**config.mk**
```make
export PLATFORM = sky130hd
export DESIGN_NAME = sorted_value_list_core
export DESIGN_NICKNAME = d
export VERILOG_FILES = /design/src/svl_pkg.sv /design/src/svl_cell.sv /design/src/sorted_value_list_core.sv
export SDC_FILE = /design/constraint.sdc
export NUM_CORES = 2
export LEC_CHECK = 0
export ABC_AREA = 1
export ABC_CLOCK_PERIOD_IN_PS = 7500
export BUFFER_PORTS_ARGS = -buffer_cell sky130_fd_sc_hd__buf_2
export CAP_MARGIN = 20
export CORE_MARGIN = 4
export CORE_UTILIZATION = 35
export CTS_BUF_LIST = sky130_fd_sc_hd__clkbuf_2 sky130_fd_sc_hd__clkbuf_4 sky130_fd_sc_hd__clkbuf_8
export DETAILED_ROUTE_END_ITERATION = 16
export GPL_TIMING_DRIVEN = 0
export PLACE_DENSITY = 0.58
export SLEW_MARGIN = 25
export SYNTH_ARGS = -nofsm -noshare
export SYNTH_HDL_FRONTEND = slang
export SYNTH_HIERARCHICAL = 1
export SYNTH_SLANG_ARGS = --single-unit
```
**constraint.sdc**
```tcl
create_clock -name clk -period 7.5 [get_ports clk]
set_input_delay 1.5 -clock clk [delete_from_list [all_inputs] [get_ports clk]]
set_output_delay 1.5 -clock clk [all_outputs]
set_load 0.02 [all_outputs]
```
**src/svl_pkg.sv**
```systemverilog
// ----------------------------------------------------------------------------
// svl_pkg: shared types and constants of the sorted value list
// Holds the capacity, the operation and status codes, and the structs that
// carry commands and neighbour links along the chain of storage cells.
// ----------------------------------------------------------------------------
package svl_pkg;

	localparam int CAPACITY = 16;
	localparam int CNT_W    = $clog2(CAPACITY + 1);
	localparam int VAL_W    = 32;

	typedef enum logic {
		OP_INSERT = 1'b0,
		OP_DELETE = 1'b1
	} op_t;

	typedef enum logic [1:0] {
		ST_OK        = 2'd0,
		ST_NOT_FOUND = 2'd1,
		ST_EMPTY     = 2'd2,
		ST_FULL      = 2'd3
	} status_t;

	typedef struct packed {
		logic                    ins_en;
		logic                    del_en;
		logic signed [VAL_W-1:0] value;
	} cmd_t;

	typedef struct packed {
		logic                    less;
		logic                    match;
		logic                    valid;
		logic signed [VAL_W-1:0] value;
	} link_t;

	// The head of the chain behaves as if a smaller value stood before it.
	localparam link_t LINK_HEAD = '{less: 1'b1, match: 1'b0, valid: 1'b0, value: '0};
	localparam link_t LINK_TAIL = '{less: 1'b0, match: 1'b0, valid: 1'b0, value: '0};

endpackage

```
**src/svl_cell.sv**
```systemverilog
// ----------------------------------------------------------------------------
// svl_cell: one slot of the sorted value list
// Holds one value and its valid bit, compares it with the command value and
// takes the new value, its left neighbour's or its right neighbour's entry.
// ----------------------------------------------------------------------------
module svl_cell (
	input  logic          clk,
	input  logic          arst_n,
	input  svl_pkg::cmd_t  cmd,
	input  svl_pkg::link_t left,
	input  svl_pkg::link_t right,
	output svl_pkg::link_t self
);
	import svl_pkg::*;

	logic                    valid_q;
	logic signed [VAL_W-1:0] val_q;
	logic                    take_v;

	always_comb begin
		self.less  = valid_q && (val_q < cmd.value);
		self.match = valid_q && (val_q == cmd.value);
		self.valid = valid_q;
		self.value = val_q;
		take_v     = !self.less && left.less;
	end

	always_ff @(posedge clk or negedge arst_n) begin
		if (!arst_n) begin
			valid_q <= 1'b0;
		end else if (cmd.ins_en && !self.less) begin
			valid_q <= take_v ? 1'b1 : left.valid;
		end else if (cmd.del_en && !self.less) begin
			valid_q <= right.valid;
		end
	end

	always_ff @(posedge clk) begin
		if (cmd.ins_en && !self.less) begin
			val_q <= take_v ? cmd.value : left.value;
		end else if (cmd.del_en && !self.less) begin
			val_q <= right.value;
		end
	end

endmodule

```
**src/sorted_value_list_core.sv**
```systemverilog
// ----------------------------------------------------------------------------
// sorted_value_list_core: ordered store of signed values in a chain of cells
// Keeps up to sixteen values in ascending order and inserts or deletes one
// value per transaction, answering with a status and the list summary.
// ----------------------------------------------------------------------------
// The input channel carries one transaction per operation: bit 0 of tdata is
// the opcode (insert or delete) and bits 32..1 are the signed value. Each
// accepted transaction yields exactly one output transaction with the status,
// the count after the operation, the empty flag and the smallest value.
// Every cell compares its entry with the value in parallel and shifts towards
// its neighbour in the same cycle. The result is registered and appears on
// the output in the cycle after acceptance; while the receiver keeps up, one
// transaction can be taken in every cycle. The output register is the only
// buffering; while the receiver stalls with a result pending, the input is
// held off, and a new transaction is taken in the very cycle that the pending
// result is taken. Reset empties the list and clears the output valid.
// ----------------------------------------------------------------------------
module sorted_value_list_core (
	input  logic        clk,
	input  logic        arst_n,
	input  logic        s_axis_tvalid,
	output logic        s_axis_tready,
	input  logic [39:0] s_axis_tdata,  // opcode[0], value[32:1], zero padding
	output logic        m_axis_tvalid,
	input  logic        m_axis_tready,
	output logic [39:0] m_axis_tdata   // status[1:0], count[6:2],
	                                   // is_list_empty[7], smallest[39:8]
);
	import svl_pkg::*;

	localparam logic [CNT_W-1:0] CAP_CNT = CNT_W'(CAPACITY);

	link_t                   lk [CAPACITY];
	cmd_t                    cmd;
	logic                    accept;
	op_t                     opcode;
	logic signed [VAL_W-1:0] value;
	logic                    found;
	logic                    full;
	logic                    empty;
	status_t                 status;
	logic [CNT_W-1:0]        cnt_q;
	logic [CNT_W-1:0]        cnt_nxt;
	logic                    head_valid;
	logic signed [VAL_W-1:0] head_value;
	logic                    out_valid_q;
	logic [39:0]             out_data_q;

	assign opcode        = op_t'(s_axis_tdata[0]);
	assign value         = s_axis_tdata[32:1];
	assign s_axis_tready = !out_valid_q || m_axis_tready;
	assign accept        = s_axis_tvalid && s_axis_tready;
	assign full          = (cnt_q == CAP_CNT);
	assign empty         = (cnt_q == '0);

	always_comb begin
		found = 1'b0;
		for (int i = 0; i < CAPACITY; i++) begin
			found = found | lk[i].match;
		end
	end

	always_comb begin
		cmd.value  = value;
		cmd.ins_en = accept && (opcode == OP_INSERT) && !full;
		cmd.del_en = accept && (opcode == OP_DELETE) && found;
	end

	for (genvar i = 0; i < CAPACITY; i++) begin : g_cell
		link_t left_lk;
		link_t right_lk;

		if (i == 0) begin : g_head
			assign left_lk = LINK_HEAD;
		end else begin : g_left
			assign left_lk = lk[i-1];
		end

		if (i == CAPACITY - 1) begin : g_tail
			assign right_lk = LINK_TAIL;
		end else begin : g_right
			assign right_lk = lk[i+1];
		end

		svl_cell u_cell (
			.clk   (clk),
			.arst_n(arst_n),
			.cmd   (cmd),
			.left  (left_lk),
			.right (right_lk),
			.self  (lk[i])
		);
	end

	always_comb begin
		status  = ST_OK;
		cnt_nxt = cnt_q;
		if (opcode == OP_INSERT) begin
			if (full) begin
				status = ST_FULL;
			end else begin
				cnt_nxt = cnt_q + 1'b1;
			end
		end else if (empty) begin
			status = ST_EMPTY;
		end else if (!found) begin
			status = ST_NOT_FOUND;
		end else begin
			cnt_nxt = cnt_q - 1'b1;
		end
	end

	always_comb begin
		head_valid = lk[0].valid;
		head_value = lk[0].value;
		if (cmd.ins_en && !lk[0].less) begin
			head_valid = 1'b1;
			head_value = value;
		end else if (cmd.del_en && !lk[0].less) begin
			head_valid = lk[1].valid;
			head_value = lk[1].value;
		end
	end

	always_ff @(posedge clk or negedge arst_n) begin
		if (!arst_n) begin
			cnt_q       <= '0;
			out_valid_q <= 1'b0;
		end else begin
			if (accept) begin
				cnt_q       <= cnt_nxt;
				out_valid_q <= 1'b1;
			end else if (m_axis_tready) begin
				out_valid_q <= 1'b0;
			end
		end
	end

	always_ff @(posedge clk) begin
		if (accept) begin
			out_data_q[1:0]  <= status;
			out_data_q[6:2]  <= 5'(cnt_nxt);
			out_data_q[7]    <= (cnt_nxt == '0);
			out_data_q[39:8] <= head_valid ? head_value : '0;
		end
	end

	assign m_axis_tvalid = out_valid_q;
	assign m_axis_tdata  = out_data_q;

endmodule
```
**Word-level counts from Yosys, hierarchy flattened**

Index checks and enable logic that the tools add are counted.

- Equal/unequal tests: 17
- $lt $le $gt $ge: 16
- Div/mod/pow operators: 0
- Shift operators: 0
- Add/sub/neg operators: 2
- Reductions and logical operators: 121
- $mul: 0
- Bitwise operators: 16
- Muxes and demuxes: 108

Operator list:

| kind | number |
|---|---|
| 2-to-1 mux 32 bit | 49 |
| equality test 32 bit | 16 |
| less-than comparator 32 bit | 16 |
| logical AND 1 bit | 84 |
| 2-to-1 mux 1 bit | 52 |
| nonzero test 2 bit | 16 |
| 2-to-1 mux 5 bit | 4 |
| logical NOT 1 bit | 18 |
| bitwise OR 1 bit | 15 |
| logical NOT 5 bit | 2 |
| 2-to-1 mux 2 bit | 3 |
| adder 5 x 1 -> 5 bit, second input constant | 1 |
| equality test 5 bit, second input constant | 1 |
| subtractor 5 x 1 -> 5 bit, second input constant | 1 |
| logical OR 1 bit | 1 |
| inverter 1 bit | 1 |

- Bits in registers: 574
- ROM bits: 0
- Latch bits: 0
- Bits of input ports: 44
- Word-level logic and storage cells: 316
- Output and inout port bits: 42
- Memories: 0
- Memory bits (writable): 0

**Depth between registers and ports, before layout**

- Depth after elaboration: 21
- Gate-level depth with buffers: 24
- Mapped depth without buffers: 22

**Modules after synthesis**

Netlist, hierarchy kept.

Modules (own cells, without submodules):

| module | area an instance (µm²) | cells each | instances |
|---|---|---|---|
| svl_cell | 2700.1 | 336 | 16 |
| sorted_value_list_core | 2859.0 | 361 | 1 |

**Least setup slack after synthesis**

Ideal clock, no wire load.

- Path type: input-to-reg
- Start point: input port s_axis_tdata[32]
- End point: register g_cell[15].u_cell.val_q[0] (enable)
- Stages: 13
- Required time: 7077 ps
- Buffers on the path: 0
- Library setup time: 423 ps
- Arrival time: 5123 ps
- Path slack: 1953 ps
- Cells stage by stage: inv_1 > ha_1 > nand2_1 > nor2_2 > nand2_1 > nor4_2 > and3_1 > nor2_1 > nand2_1 > nor2_4 > a21boi_0 > nor2_1 > nor2_1

RTL lines:

| element | line | text |
|---|---|---|
| from (decl) | sorted_value_list_core.sv:23 | `input logic [39:0] s_axis_tdata,` |
| to (signal assigned) | svl_cell.sv:40 | `val_q <= take_v ? cmd.value : left.value;` |
| to (signal assigned) | svl_cell.sv:42 | `val_q <= right.value;` |
| to (decl) | svl_cell.sv:17 | `logic signed [VAL_W-1:0] val_q;` |

==> reports/results.tsv <==
stage	metric	value	unit
hold_path	hold_class	reg -> reg	
clock_network	cts_tree	done	
final_layout	fin_cells	7840	
global_routing	grt_usage	18.2	%
setup_path	worst_setup_path_start_kind	input pin	
floorplan	io-pin-count	86	
timing	relSlewSlack	44.8	%
power	power_density	231	nW/um^2
global_routing	grt_pass1_wl	203000	um
run	maxCapViolCount	0	
clock_network	cts_made_buffers	110	
logic_synthesis	synth_area	46100	um^2
floorplan	die-area	137000	um^2
logic_synthesis	yosysWarnings	6	
global_routing	antenna_found_initial	1	
global_routing	grt_overflow	0	
final_layout	final_common_cell	nand2_1	
timing	post-route-period-util	64.9	%
setup_path	end_kind	flop	
route	via_count	38500	
setup_path	worstPathMaxFanout	22	
floorplan	core	130000	um^2
route	wl	127000	um
clock_network	cts.htree.levels	3	
timing	drv_slew	0	
timing	finClkSkew	0.0668	ns
route	viasPerCell	4.91	
setup_path	cp.required	7.96	ns
place	gp_congestion	0.891	
place	dp.cells	7641	
power	irDropWorstVdd	147	uV
clock_network	clk_latency	0.81	ns
timing	rsz0062_at_grt	false	
floorplan	die_w	371	um
place	portBuffers	78	
power	leakage	24.3	nW
logic_synthesis	seq_area_frac_synth	37.2	%
final_layout	syn_to_final_growth	12.1	%
route	detail-route-antenna-nets	0	
route	routedWlPerCell	16.2	um
power	total_power	11.9	mW
floorplan	die_y	371	um
clock_network	clkTransAtPathRegs	0.06	ns
final_layout	final_cell_mix	2207 x nand2_1, 732 x inv_1, 552 x edfxtp_1, 514 x ha_1, 512 x o2111ai_1	
clock_network	clockBufferDepth	3	
route	dr.pass1.iters	8	
final_layout	layout-drive-gt1-share	8.68	%
floorplan	rows	132	
timing	setup_viol_count_final	0	
run_status	outcome	complete, no violations	
place	hpwl	107000	um
setup_path	arrival	5.33	ns
clock_network	cts_setup_buffers	0	
floorplan	start_util	35.4	%
logic_synthesis	synth_cell_type_count	35	
setup_path	path_class	in -> reg	
clock_network	hold_buffers	0	
timing	timing.final.crit_period	4.87	ns
logic_synthesis	synth.ff_latch_count	574	
route	drc	0	
timing	finalHoldViolCount	0	
global_routing	grt_max_degree	34	
timing	worst_pin_slew	0.829	ns
clock_network	cts.sinks	574	
clock_network	cts-root-buf	clkbuf_8	
final_layout	num-nets-final	6569	
timing	fmaxAchievable	206	MHz
route	drtIter0Drc	2135	
logic_synthesis	syn_avg_cell_area	8.03	um^2
logic_synthesis	netlist_instances	5737	
clock_network	cts_resized	0	
global_routing	grt_pass1_vias	39600	
## through the flow
stage	worst slack (ns)	hold slack [ns]	instance area, um^2	util, %	TNS (ns)
3_3_place_gp	-1.45	0.501	48900	37.6	-603.52
2_1_floorplan	1.95	0.521	46300	-	0
6_report	2.63	0.521	51600	39.7	0
5_1_grt	2.50	0.570	51600	39.7	0
3_5_place_dp	1.93	0.512	49500	38.0	0
4_1_cts	2.75	0.527	51600	39.7	0
## kinds of logic after synthesis
kind of cell | count (synthesis) | share of synthesized area, %
other | 2 | 0.0163
xor gates and xnor gates | 3 | 0.0571
AOI/OAI and AO/OA | 908 | 14.3
adders and majority gates | 514 | 14.0
buffers and inverters | 1041 | 10.4
and+or+nand+nor | 2695 | 24.1
DFF | 574 | 37.2
## routing by layer
metal	vias up	GRT usage [%]	part of all wire, %
li1	20200	-	-
met1	17400	21.5	43
met2	673	33.2	49
met3	266	2.33	3.2
met4	0	7.06	4.2
met5	-	0	0
## synthesized netlist by cell type, drive strengths merged
| master | instances | area share, % |
|---|---|---|
| a21boi | 1 | 0.016 |
| o2111ai | 512 | 9.7 |
| clkinv | 1 | 0.0081 |
| xnor2 | 1 | 0.019 |
| nor2 | 259 | 2.3 |
| o21a | 32 | 0.52 |
| and3 | 16 | 0.22 |
| inv | 735 | 6.0 |
| edfxtp | 552 | 36 |
| a21oi | 226 | 2.5 |
| a21o | 16 | 0.26 |
| conb | 2 | 0.016 |
| a22oi | 1 | 0.016 |
| nor3 | 32 | 0.35 |
| buf | 143 | 3.1 |
| dfrtp | 22 | 1.2 |
| nor4 | 16 | 0.43 |
| nand3 | 109 | 1.8 |
| o21ai | 120 | 1.3 |
| ha | 514 | 14 |
| nand2 | 2229 | 19 |
| nand4 | 34 | 0.46 |
| clkbuf | 162 | 1.3 |
| xor2 | 2 | 0.038 |
## report_power, final
group	internal, mW	switching [mW]	leakage, nW
sequential	4.15	0.378	5.41
clock	1.71	1.43	1.15
combinational	1.49	2.79	17.7
## area by class of cell
type	instances	area, um^2
antenna	1	2.50
inverter	736	2760
tap	1742	2180
buffer	305	2030
sequential	574	17100
timing repair buffer	96	865
fill	13400	78500
clock inverter	38	265
clock buffer	160	1900
multi-input combinational	4188	24500
## worst max-delay path, cell delays in order
cell      delay, ns
buf_2          0.43
inv_1          0.14
ha_1           0.44
nand2_1        0.12
nor2_2         0.13
nand2_1        0.12
nor4_2         0.39
and3_1         0.25
nor2_1         0.06
nand2_1        0.17
nor2_4         0.13
a21boi_2       0.44
buf_6          0.24
nor2_1         0.09
nor2_4         0.38
buf_16         0.22
## registers in the layout, summed over array words and instances (netlist names)
signal,cells
g_cell.u_cell/val_q,512
m_axis_tvalid,1
m_axis_tdata,40
g_cell.u_cell/valid_q,16
cnt_q,5
## worst paths after layout
kind | startpoint | to | slack [ns] | cells past startpoint
min in group asynchronous | arst_n | g_cell[14].u_cell/valid_q | 0.80 | 1
worst min register to register | m_axis_tvalid | m_axis_tvalid | 0.52 | 2
worst max-delay path | s_axis_tdata[32] | g_cell[10].u_cell/val_q[29] | 2.63 | 16
worst min-delay path | m_axis_tvalid | m_axis_tvalid | 0.52 | 2
max in group asynchronous | arst_n | g_cell[4].u_cell/valid_q | 6.12 | 1
worst max register to register | g_cell[0].u_cell/val_q[31] | g_cell[10].u_cell/val_q[29] | 3.52 | 14
(Power assumes the default switching activity.)
